## src/rtl/core/cesel_pkg.sv

```systemverilog
// Shared types, constants and helper functions for the column encoding selector.
`default_nettype none
package cesel_pkg;

    localparam int COUNT_BITS = 32;
    localparam int VALUE_BITS = 64;
    localparam int OUT_CNT_BITS = 32;
    localparam int LEN_BITS = 7;
    localparam int DIST_BITS = 32;

    localparam logic [LEN_BITS-1:0] SOURCE_BITS_RESET = LEN_BITS'(64);
    localparam logic [LEN_BITS-1:0] NO_VALID_RANGE = LEN_BITS'(64);

    typedef logic [COUNT_BITS-1:0] t_count;
    typedef logic [VALUE_BITS-1:0] t_value;

    typedef enum logic [2:0] {
        ENC_PLAIN  = 3'd0,
        ENC_RLE    = 3'd1,
        ENC_DELTA  = 3'd2,
        ENC_BITPACK = 3'd3,
        ENC_DICT   = 3'd4
    } t_enc;

    typedef struct packed {
        t_count                 row_count;
        t_count                 null_rows;
        t_count                 run_count;
        t_value                 value_min;
        t_value                 value_max;
        logic                   any_valid;
        t_value                 delta_min;
        t_value                 delta_max;
        logic                   mono;
        logic [DIST_BITS-1:0]   distinct;
    } t_snap;

    function automatic t_count sat_inc(input t_count c);
        return (c == '1) ? c : c + t_count'(1);
    endfunction

    function automatic logic [OUT_CNT_BITS-1:0] out_sat(input t_count c);
        logic [127:0] wide;
        wide = 128'(c);
        return (wide > 128'(OUT_CNT_BITS'('1))) ? '1 : wide[OUT_CNT_BITS-1:0];
    endfunction

    function automatic logic [LEN_BITS-1:0] bit_length(input t_value x);
        logic [LEN_BITS-1:0] n;
        n = '0;
        for (int i = 0; i < VALUE_BITS; i++) begin
            if (x[i]) n = LEN_BITS'(i + 1);
        end
        return n;
    endfunction

endpackage
`default_nettype wire

```

## src/rtl/core/column_encoding_selector.sv

```systemverilog
// Top level of the column encoding selector: source width register and stage wiring.
// Throughput: one row per cycle, back to back, unless o_stall holds the input.
// The result reaches o_valid after the last row passes the row input register,
// the snapshot register (profile update) and the result register.
// Reset clears the profile (monotonic flag set) and sets source_bits to 64.
`default_nettype none
module column_encoding_selector (
    input  wire logic                                   i_clk,
    input  wire logic                                   i_rst_n,
    input  wire logic                                   i_valid,
    output logic                                        o_stall,
    input  wire logic [cesel_pkg::VALUE_BITS-1:0]       i_value,
    input  wire logic                                   i_valid_req,
    input  wire logic                                   i_last,
    input  wire logic [cesel_pkg::DIST_BITS-1:0]        i_distinct_estimate,
    input  wire logic                                   i_cfg_wr_en,
    input  wire logic [cesel_pkg::LEN_BITS-1:0]         i_cfg_wr_data,
    output logic                                        o_valid,
    input  wire logic                                   i_stall,
    output logic [2:0]                                  o_encoding,
    output logic [cesel_pkg::OUT_CNT_BITS-1:0]          o_row_total,
    output logic [cesel_pkg::OUT_CNT_BITS-1:0]          o_null_total,
    output logic [cesel_pkg::OUT_CNT_BITS-1:0]          o_run_total,
    output logic [cesel_pkg::LEN_BITS-1:0]              o_range_bits,
    output logic [cesel_pkg::LEN_BITS-1:0]              o_delta_span_bits,
    output logic                                        o_is_monotonic,
    output logic [cesel_pkg::VALUE_BITS-1:0]            o_value_min,
    output logic [cesel_pkg::VALUE_BITS-1:0]            o_value_max
);

    logic [cesel_pkg::LEN_BITS-1:0] r_source_bits;
    logic                           w_snap_valid;
    logic                           w_snap_ready;
    cesel_pkg::t_snap               w_snap;

    always_ff @(posedge i_clk) begin
        if (!i_rst_n) begin
            r_source_bits <= cesel_pkg::SOURCE_BITS_RESET;
        end else if (i_cfg_wr_en) begin
            r_source_bits <= i_cfg_wr_data;
        end
    end

    cesel_profile u_profile (
        .i_clk               (i_clk),
        .i_rst_n             (i_rst_n),
        .i_valid             (i_valid),
        .o_stall             (o_stall),
        .i_value             (i_value),
        .i_valid_req         (i_valid_req),
        .i_last              (i_last),
        .i_distinct_estimate (i_distinct_estimate),
        .i_snap_ready        (w_snap_ready),
        .o_snap_valid        (w_snap_valid),
        .o_snap              (w_snap)
    );

    cesel_finish u_finish (
        .i_clk             (i_clk),
        .i_rst_n           (i_rst_n),
        .i_source_bits     (r_source_bits),
        .i_snap_valid      (w_snap_valid),
        .o_snap_ready      (w_snap_ready),
        .i_snap            (w_snap),
        .o_valid           (o_valid),
        .i_stall           (i_stall),
        .o_encoding        (o_encoding),
        .o_row_total       (o_row_total),
        .o_null_total      (o_null_total),
        .o_run_total       (o_run_total),
        .o_range_bits      (o_range_bits),
        .o_delta_span_bits (o_delta_span_bits),
        .o_is_monotonic    (o_is_monotonic),
        .o_value_min       (o_value_min),
        .o_value_max       (o_value_max)
    );

endmodule
`default_nettype wire

```

## src/rtl/core/cesel_profile.sv

```systemverilog
// Row input register, running column profile and end-of-column snapshot register.
`default_nettype none
module cesel_profile (
    input  wire logic                               i_clk,
    input  wire logic                               i_rst_n,
    input  wire logic                               i_valid,
    output logic                                    o_stall,
    input  wire logic [cesel_pkg::VALUE_BITS-1:0]   i_value,
    input  wire logic                               i_valid_req,
    input  wire logic                               i_last,
    input  wire logic [cesel_pkg::DIST_BITS-1:0]    i_distinct_estimate,
    input  wire logic                               i_snap_ready,
    output logic                                    o_snap_valid,
    output cesel_pkg::t_snap                        o_snap
);

    logic                               r_in_valid;
    cesel_pkg::t_value                  r_in_value;
    logic                               r_in_vreq;
    logic                               r_in_last;
    logic [cesel_pkg::DIST_BITS-1:0]    r_in_dist;

    cesel_pkg::t_value  r_prev, n_prev;
    cesel_pkg::t_count  r_rows, n_rows;
    cesel_pkg::t_count  r_nulls, n_nulls;
    cesel_pkg::t_count  r_runs, n_runs;
    cesel_pkg::t_value  r_vmin, n_vmin;
    cesel_pkg::t_value  r_vmax, n_vmax;
    logic               r_any, n_any;
    cesel_pkg::t_value  r_dmin, n_dmin;
    cesel_pkg::t_value  r_dmax, n_dmax;
    logic               r_mono, n_mono;

    logic               r_snap_valid;
    cesel_pkg::t_snap   r_snap;

    logic               w_snap_ready;
    logic               w_go;
    logic               w_in_ready;
    cesel_pkg::t_value  w_v;
    cesel_pkg::t_value  w_d;
    logic               w_first;
    logic               w_second;

    assign w_snap_ready = !r_snap_valid || i_snap_ready;
    assign w_go = r_in_valid && (!r_in_last || w_snap_ready);
    assign w_in_ready = !r_in_valid || w_go;
    assign o_stall = !w_in_ready;

    assign w_v = r_in_vreq ? r_in_value : r_prev;
    assign w_d = w_v - r_prev;
    assign w_first = (r_rows == '0);
    assign w_second = (r_rows == cesel_pkg::COUNT_BITS'(1));

    always_comb begin
        n_prev  = w_v;
        n_rows  = cesel_pkg::sat_inc(r_rows);
        n_nulls = r_in_vreq ? r_nulls : cesel_pkg::sat_inc(r_nulls);
        n_runs  = (w_first || (w_v != r_prev)) ? cesel_pkg::sat_inc(r_runs) : r_runs;
        n_vmin  = r_vmin;
        n_vmax  = r_vmax;
        n_any   = r_any || r_in_vreq;
        n_dmin  = r_dmin;
        n_dmax  = r_dmax;
        n_mono  = r_mono;
        if (r_in_vreq) begin
            if (!r_any) begin
                n_vmin = w_v;
                n_vmax = w_v;
            end else begin
                if ($signed(w_v) < $signed(r_vmin)) n_vmin = w_v;
                if ($signed(r_vmax) < $signed(w_v)) n_vmax = w_v;
            end
        end
        if (!w_first) begin
            if (w_d[cesel_pkg::VALUE_BITS-1]) n_mono = 1'b0;
            if (w_second) begin
                n_dmin = w_d;
                n_dmax = w_d;
            end else begin
                if ($signed(w_d) < $signed(r_dmin)) n_dmin = w_d;
                if ($signed(r_dmax) < $signed(w_d)) n_dmax = w_d;
            end
        end
    end

    always_ff @(posedge i_clk) begin
        if (!i_rst_n) begin
            r_in_valid   <= 1'b0;
            r_snap_valid <= 1'b0;
            r_prev       <= '0;
            r_rows       <= '0;
            r_nulls      <= '0;
            r_runs       <= '0;
            r_vmin       <= '0;
            r_vmax       <= '0;
            r_any        <= 1'b0;
            r_dmin       <= '0;
            r_dmax       <= '0;
            r_mono       <= 1'b1;
        end else begin
            if (w_in_ready) r_in_valid <= i_valid;
            if (w_snap_ready) r_snap_valid <= w_go && r_in_last;
            if (w_go) begin
                if (r_in_last) begin
                    r_prev  <= '0;
                    r_rows  <= '0;
                    r_nulls <= '0;
                    r_runs  <= '0;
                    r_vmin  <= '0;
                    r_vmax  <= '0;
                    r_any   <= 1'b0;
                    r_dmin  <= '0;
                    r_dmax  <= '0;
                    r_mono  <= 1'b1;
                end else begin
                    r_prev  <= n_prev;
                    r_rows  <= n_rows;
                    r_nulls <= n_nulls;
                    r_runs  <= n_runs;
                    r_vmin  <= n_vmin;
                    r_vmax  <= n_vmax;
                    r_any   <= n_any;
                    r_dmin  <= n_dmin;
                    r_dmax  <= n_dmax;
                    r_mono  <= n_mono;
                end
            end
        end
    end

    always_ff @(posedge i_clk) begin
        if (w_in_ready && i_valid) begin
            r_in_value <= i_value;
            r_in_vreq  <= i_valid_req;
            r_in_last  <= i_last;
            r_in_dist  <= i_distinct_estimate;
        end
        if (w_go && r_in_last) begin
            r_snap.row_count  <= n_rows;
            r_snap.null_rows  <= n_nulls;
            r_snap.run_count  <= n_runs;
            r_snap.value_min  <= n_vmin;
            r_snap.value_max  <= n_vmax;
            r_snap.any_valid  <= n_any;
            r_snap.delta_min  <= n_dmin;
            r_snap.delta_max  <= n_dmax;
            r_snap.mono       <= n_mono;
            r_snap.distinct   <= r_in_dist;
        end
    end

    assign o_snap_valid = r_snap_valid;
    assign o_snap = r_snap;

endmodule
`default_nettype wire

```

## src/rtl/core/cesel_finish.sv

```systemverilog
// Encoding decision and registered result output.
`default_nettype none
module cesel_finish (
    input  wire logic                                   i_clk,
    input  wire logic                                   i_rst_n,
    input  wire logic [cesel_pkg::LEN_BITS-1:0]         i_source_bits,
    input  wire logic                                   i_snap_valid,
    output logic                                        o_snap_ready,
    input  wire cesel_pkg::t_snap                       i_snap,
    output logic                                        o_valid,
    input  wire logic                                   i_stall,
    output logic [2:0]                                  o_encoding,
    output logic [cesel_pkg::OUT_CNT_BITS-1:0]          o_row_total,
    output logic [cesel_pkg::OUT_CNT_BITS-1:0]          o_null_total,
    output logic [cesel_pkg::OUT_CNT_BITS-1:0]          o_run_total,
    output logic [cesel_pkg::LEN_BITS-1:0]              o_range_bits,
    output logic [cesel_pkg::LEN_BITS-1:0]              o_delta_span_bits,
    output logic                                        o_is_monotonic,
    output logic [cesel_pkg::VALUE_BITS-1:0]            o_value_min,
    output logic [cesel_pkg::VALUE_BITS-1:0]            o_value_max
);

    localparam int CW = cesel_pkg::COUNT_BITS + 3;
    localparam int DW = cesel_pkg::DIST_BITS + 5;
    localparam int MW = (CW > DW) ? CW : DW;

    logic                               r_valid;
    logic                               w_ready;
    logic                               w_many;
    logic                               w_mono;
    logic [cesel_pkg::LEN_BITS-1:0]     w_range;
    logic [cesel_pkg::LEN_BITS-1:0]     w_span;
    logic [MW-1:0]                      w_rows;
    logic [MW-1:0]                      w_runs4;
    logic [MW-1:0]                      w_dist20;
    cesel_pkg::t_enc                    w_enc;

    assign w_ready = !r_valid || !i_stall;
    assign o_snap_ready = w_ready;

    assign w_many = (i_snap.row_count > cesel_pkg::COUNT_BITS'(1));
    assign w_mono = i_snap.mono && w_many;
    assign w_range = i_snap.any_valid
        ? cesel_pkg::bit_length(i_snap.value_max - i_snap.value_min)
        : cesel_pkg::NO_VALID_RANGE;
    assign w_span = w_many
        ? cesel_pkg::bit_length(i_snap.delta_max - i_snap.delta_min)
        : '0;

    assign w_rows = MW'(i_snap.row_count);
    assign w_runs4 = MW'(i_snap.run_count) << 2;
    assign w_dist20 = (MW'(i_snap.distinct) << 4) + (MW'(i_snap.distinct) << 2);

    always_comb begin
        if (w_rows >= w_runs4) begin
            w_enc = cesel_pkg::ENC_RLE;
        end else if (w_mono && (w_span < w_range) && (w_span < i_source_bits)) begin
            w_enc = cesel_pkg::ENC_DELTA;
        end else if (w_range < i_source_bits) begin
            w_enc = cesel_pkg::ENC_BITPACK;
        end else if (w_dist20 < w_rows) begin
            w_enc = cesel_pkg::ENC_DICT;
        end else begin
            w_enc = cesel_pkg::ENC_PLAIN;
        end
    end

    always_ff @(posedge i_clk) begin
        if (!i_rst_n) begin
            r_valid <= 1'b0;
        end else if (w_ready) begin
            r_valid <= i_snap_valid;
        end
    end

    always_ff @(posedge i_clk) begin
        if (w_ready && i_snap_valid) begin
            o_encoding        <= w_enc;
            o_row_total       <= cesel_pkg::out_sat(i_snap.row_count);
            o_null_total      <= cesel_pkg::out_sat(i_snap.null_rows);
            o_run_total       <= cesel_pkg::out_sat(i_snap.run_count);
            o_range_bits      <= w_range;
            o_delta_span_bits <= w_span;
            o_is_monotonic    <= w_mono;
            o_value_min       <= i_snap.value_min;
            o_value_max       <= i_snap.value_max;
        end
    end

    assign o_valid = r_valid;

endmodule
`default_nettype wire

```

## config.mk

```make
export PLATFORM = sky130hd
export DESIGN_NAME = column_encoding_selector
export DESIGN_NICKNAME = d
export VERILOG_FILES = /design/src/rtl/core/cesel_pkg.sv /design/src/rtl/core/column_encoding_selector.sv /design/src/rtl/core/cesel_profile.sv /design/src/rtl/core/cesel_finish.sv
export SDC_FILE = /design/constraint.sdc
export NUM_CORES = 2
export LEC_CHECK = 0
export BUFFER_PORTS_ARGS = -buffer_cell sky130_fd_sc_hd__buf_2
export CELL_PAD_IN_SITES_DETAIL_PLACEMENT = 1
export CELL_PAD_IN_SITES_GLOBAL_PLACEMENT = 1
export CORE_ASPECT_RATIO = 2
export CORE_MARGIN = 3
export CORE_UTILIZATION = 40
export DETAILED_ROUTE_END_ITERATION = 8
export PLACE_DENSITY_LB_ADDON = 0.1
export SYNTH_ARGS = -nofsm -noshare
export SYNTH_HDL_FRONTEND = slang
export SYNTH_SLANG_ARGS = --single-unit
```

## constraint.sdc

```tcl
create_clock -name i_clk -period 24.9 [get_ports i_clk]
set_clock_uncertainty 0.05 [all_clocks]
set_input_delay 6.225 -clock i_clk [delete_from_list [all_inputs] [get_ports i_clk]]
set_output_delay 6.225 -clock i_clk [all_outputs]
set_load 0.02 [all_outputs]
```

======== Yosys cells after proc, flatten, opt, wreduce, memory -nomap -nowiden ========
Cells that the tools add are included.
word-level totals
  bits in registers ....................... 1154
  latch bits .............................. 0
  memory bits (writable) .................. 0
  memory bits (read-only) ................. 0
  input port bits ......................... 110
  output and inout port bits .............. 244
  logic and storage cells ................. 244
  memories ................................ 0
cells by class
  $add $sub $neg .......................... 7
  multiply operators ...................... 0
  divide/modulo/power cells ............... 0
  order comparisons ....................... 10
  equal/unequal tests ..................... 5
  shift operators ......................... 0
  mux-type cells .......................... 163
  bitwise gates (word level) .............. 0
  reduce and logical (&&, ||, !) cells .... 21
operators with widths
  kind                   number
  $mux 64                18
  $mux 7                 66
  $lt 64x64->1           4
  $mux 32                8
  $mux 6                 32
  $sub 64x64->64         3
  $add 32x1->32 const B  3
  $eq 32x32->1 const B   3
  $mux 5                 16
  $ne 64x64->1           1
  $add 36x34->37         1
  $lt 37x32->1           1
  $ge 32x34->1           1
  $eq 32x1->1 const B    1
  $gt 32x1->1 const B    1
  $logic_not 32->1       1
  $mux 4                 8
  $lt 7x7->1             3
  $mux 3                 5
  $mux 2                 4
  $logic_and 1x1->1      7
  $logic_not 1->1        6
  $logic_or 1x1->1       6
  $mux 1                 6
  $reduce_or 3->1        1

======== Longest topological paths before layout ========
  word-level depth ........................ 70
  mapped depth ............................ 40
  mapped depth without buffers ............ 35

======== By module ========
Synthesis repeated with hierarchy kept, for this count alone.
unflattened totals
  cell total of the unflattened synthesis .. 6716
  area total of the unflattened synthesis .. 67205.7 µm²
modules (own cells, without submodules)
  module                    instances  cells an instance  area each (µm²)  sequential area each (µm²)
  cesel_profile             1          4467               46522.1          22942.0
  cesel_finish              1          2227               20420.8          7287.0
  column_encoding_selector  1          22                 262.8            140.1

======== Least setup slack after synthesis ========
Ideal clock, no wire load.
  kind .................................... in2reg
  from .................................... input i_stall
  to ...................................... register u_finish.o_delta_span_bits[0] in the netlist's numbering, enable pin
  arrival time ............................ 23642 ps
  data required time ...................... 23638 ps
  slack ................................... -4 ps
  cell stages on the path ................. 1
  path buffers ............................ 0
  path through ............................ a21boi_0
on the way
  cells in the longest elaborated chain, start to end .. 3
RTL lines
  what                  line                            text
  start, declared       column_encoding_selector.sv:19  input wire logic i_stall,
  $logic_not 1->1       cesel_finish.sv:38              assign w_ready = !r_valid || !i_stall;
  $logic_or 1x1->1      cesel_finish.sv:38
  $logic_and 1x1->1     cesel_finish.sv:77              if (w_ready && i_snap_valid) begin
  end signal, assigned  cesel_finish.sv:83              o_delta_span_bits <= w_span;
  end, declared         cesel_finish.sv:17              output logic [cesel_pkg::LEN_BITS-1:0] o_delta_span_bits,
No other way between the ends.
A chain may end at the register's enable or synchronous reset.

======== Final worst setup path ========
  from .................................... input i_stall
  to ...................................... output o_stall
on the way
  cells in the longest elaborated chain, start to end .. 7
RTL lines
  what               line                            text
  $logic_not 1->1    cesel_finish.sv:38
  $logic_or 1x1->1   cesel_finish.sv:38
  $logic_or 1x1->1   cesel_profile.sv:45             assign w_snap_ready = !r_snap_valid || i_snap_ready;
  $logic_or 1x1->1   cesel_profile.sv:46             assign w_go = r_in_valid && (!r_in_last || w_snap_ready);
  $logic_and 1x1->1  cesel_profile.sv:46
  $logic_or 1x1->1   cesel_profile.sv:47             assign w_in_ready = !r_in_valid || w_go;
  $logic_not 1->1    cesel_profile.sv:48             assign o_stall = !w_in_ready;
  end, declared      column_encoding_selector.sv:11  output logic o_stall,
No other way between the ends.

==> impl_metrics.toml <==
[power_and_ir_drop]
vdd_drop_max_uv = 50.0
p_leak_nw = 29.3
power.density_nw_per_um2 = 69.2

[setup_path]
max_stage_delay_ns = 0.34
cp_max_fo = 3
rr_worst_depth = 37
worstPathArrival_ns = 7.35
critPathLaunchType = "input port"
critPathSlowestCell = "nor2_1"
crit_chain = "buf_2 > and3_1 > nand2_1 > nor2_1 > buf_2"
critical_path_class = "in2out"
cp_common_cell = "buf_2"
end_kind = "output port"
crit_required_ns = 18.62

[yosys]
synth_edf_count = 726
async_flop_share = 0
ys_warn_count = 0
synthCells = 6367
netlist_area_um2 = 65000
ys_seq_elements = 1154
yosysSeqAreaShare = 0.467
ys.flop_type = "edfxtp_1"
ys_types = 93
postSynthAreaPerCell_um2 = 10.2
synth_nets = 7035

[floorplan]
fp.coreArea_um2 = 161000
initial_core_util = 0.403
pin_count = 354
die_w_um = 291
die_area_um2 = 168000
die_y_um = 576
rows = 208

[clock_tree]
max-clock-path-buffers = 3
numCtsBuffers = 111
cts_hold_buf = 0
clk_latency_ns = 0.73
tritoncts = "built"
cts.clk_slew.worst_paths_ns = 0.06
htree_levels = 3
cts_root_buf = "clkbuf_16"
post_cts_buffers = 0
cts_resized = 0
clock_sinks = 1154

[global_route]
grt_first_pass_wirelength_mm = 313
track_usage = 0.237
overflow = 0
antenna_found_initial = 4
grt_max_degree = 140
grt_pass1_vias = 53300

[timing]
finalSetupTns_ns = 0
tightest_slew_ns = 1.30
drv_slew = 0
slew_headroom = 0.129
period_share = 0.547
finalSetupViolations = 0
rsz0062_at_grt = "false"
hold_violations = 0
fmax_mhz = 73.4
period_needed_ns = 13.63

[cells_and_area]
fillers = 17900
drive_above_1_share = 0.118
final_util = 0.453
seq_area_um2 = 30400
multi_input_area_um2 = 31700
nets = 7312
syn2layout_area_growth_pct = 12.3

[drt]
drtPass1Iterations = 5
vias_per_cell = 5.60
ant_nets = 0
route.detailed.drc = 0
routed_wl_mm = 203
num_vias = 49500
avgRoutedWirePerCell_um = 23.0
drt_iter0_markers = 2291

[min_path]
hold_class = "reg2reg"
min_path_cells = 0

[place]
dpl.hpwl_mm = 152
place.gp.congestion = 0.890
port_buffers = 353

[outcome]
status = "completed"

[run]
maxCapViolCount = 0
[layout make-up]
cell class / count / area share
Multi-Input combinational cell: 4389 / 0.434
Sequential cell: 1154 / 0.416
Clock buffer: 146 / 0.0433
Tap cell: 2100 / 0.0360
Timing Repair Buffer: 405 / 0.0305
Inverter: 583 / 0.0300
Clock inverter: 65 / 0.0101
Antenna cell: 1 / 0.0000343
[logic make-up after synthesis]
group,Yosys count,synth area share
buffers and inverters,824,0.0479
flip-flops,1154,0.467
XOR/XNOR,274,0.0369
AO/OA/AOI/OAI,1664,0.170
adder cells (fa/ha/maj),558,0.108
multiplexers,236,0.0388
AND/OR/NAND/NOR,1657,0.131
[registers in the layout, indices dropped and copies added, names as in the netlist, 64 cells and up]
name and cells:
u_profile.o_snap 386, u_finish.o_value_max 64, u_finish.o_value_min 64, u_profile.r_dmax 64
u_profile.r_dmin 64, u_profile.r_in_value 64, u_profile.r_prev 64, u_profile.r_vmax 64
u_profile.r_vmin 64
[worst max-delay path, delay by kind of cell]
| family | cells | cell delay (ns) |
|---|---|---|
| buffers and inverters | 2 | 0.36 |
| AND/OR/NAND/NOR | 3 | 0.76 |
[layer usage]
layer | track usage | part of all wire | vias to the layer above
met5 | 0 | 0 | -
met3 | 0.0211 | 0.026 | 311
met4 | 0.103 | 0.047 | 0
met2 | 0.458 | 0.54 | 826
li1 | - | - | 23800
met1 | 0.262 | 0.39 | 24600
[synth_stat cells, drive strengths merged, types with 36 or more instances]
cell / count / share of area
edfxtp: 726 / 0.34
inv: 583 / 0.034
ha: 554 / 0.11
a21oi: 434 / 0.033
dfxtp: 428 / 0.13
nand2: 368 / 0.021
o21ai: 342 / 0.026
nor2: 310 / 0.018
nor2b: 256 / 0.025
clkbuf: 214 / 0.012
a22o: 187 / 0.025
xnor2: 167 / 0.023
a21o: 153 / 0.018
nor3: 152 / 0.012
mux2: 129 / 0.022
nand4: 108 / 0.010
mux2i: 107 / 0.016
xor2: 107 / 0.014
nand3: 101 / 0.0078
nand2b: 82 / 0.0079
a22oi: 73 / 0.0084
o21a: 73 / 0.0084
and3: 60 / 0.0058
a21boi: 50 / 0.0058
a31oi: 47 / 0.0045
nor4: 43 / 0.0041
a211oi: 41 / 0.0049
and2: 37 / 0.0036
o211ai: 36 / 0.0044
[cell usage in the layout (no fill, tap or decap), types with 40 or more instances in the layout]
cell type,n
nor2b_1,254
ha_1,554
inv_1,582
xnor2_1,167
a21oi_1,432
buf_2,352
edfxtp_1,726
nand3_1,101
a21boi_0,49
dfxtp_1,428
nand4_1,108
nand2b_1,81
nor4_1,43
mux2i_1,107
mux2_2,129
nor2_1,306
and3_1,60
o21a_1,72
a21o_1,151
a31oi_1,47
nor3_1,152
o21ai_0,328
a211oi_1,40
a22o_1,187
nand2_1,367
xor2_1,107
clkbuf_16,119
a22oi_1,73
buf_4,47
[stage by stage]
stage          hold slack (ns)  instance area, um2  setup slack [ns]  std cells  power, mW
2_1_floorplan            0.350               65000             0.546       6367       2.92
3_3_place_gp             0.355               69100             11.33       8631       3.23
3_5_place_dp             0.356               69100             11.30       8631       3.26
4_1_cts                  0.369               73000             11.26       8842       5.11
5_1_grt                  0.370               73000             11.20       8843       5.30
6_report                 0.369               73000             11.27       8843       5.05
[where the power goes]
part / internal (mW) / leakage (nW) / switching (mW)
Sequential: 2.11 / 10.6 / 0.0403
Clock: 1.04 / 1.91 / 0.791
Combinational: 0.387 / 16.8 / 0.683
Total: 3.53 / 29.3 / 1.51
[path summary, 6_finish.rpt]
kind	startpoint	to	slack [ns]
hold / removal	u_profile.o_snap[353]	u_finish.o_null_total[31]	0.37
hold reg to reg	u_profile.o_snap[353]	u_finish.o_null_total[31]	0.37
setup reg to reg	u_profile.r_in_vreq	u_profile.r_dmin[19]	14.28
setup / recovery	i_stall	o_stall	11.27
No activity file was read; power rests on OpenSTA's default activity.
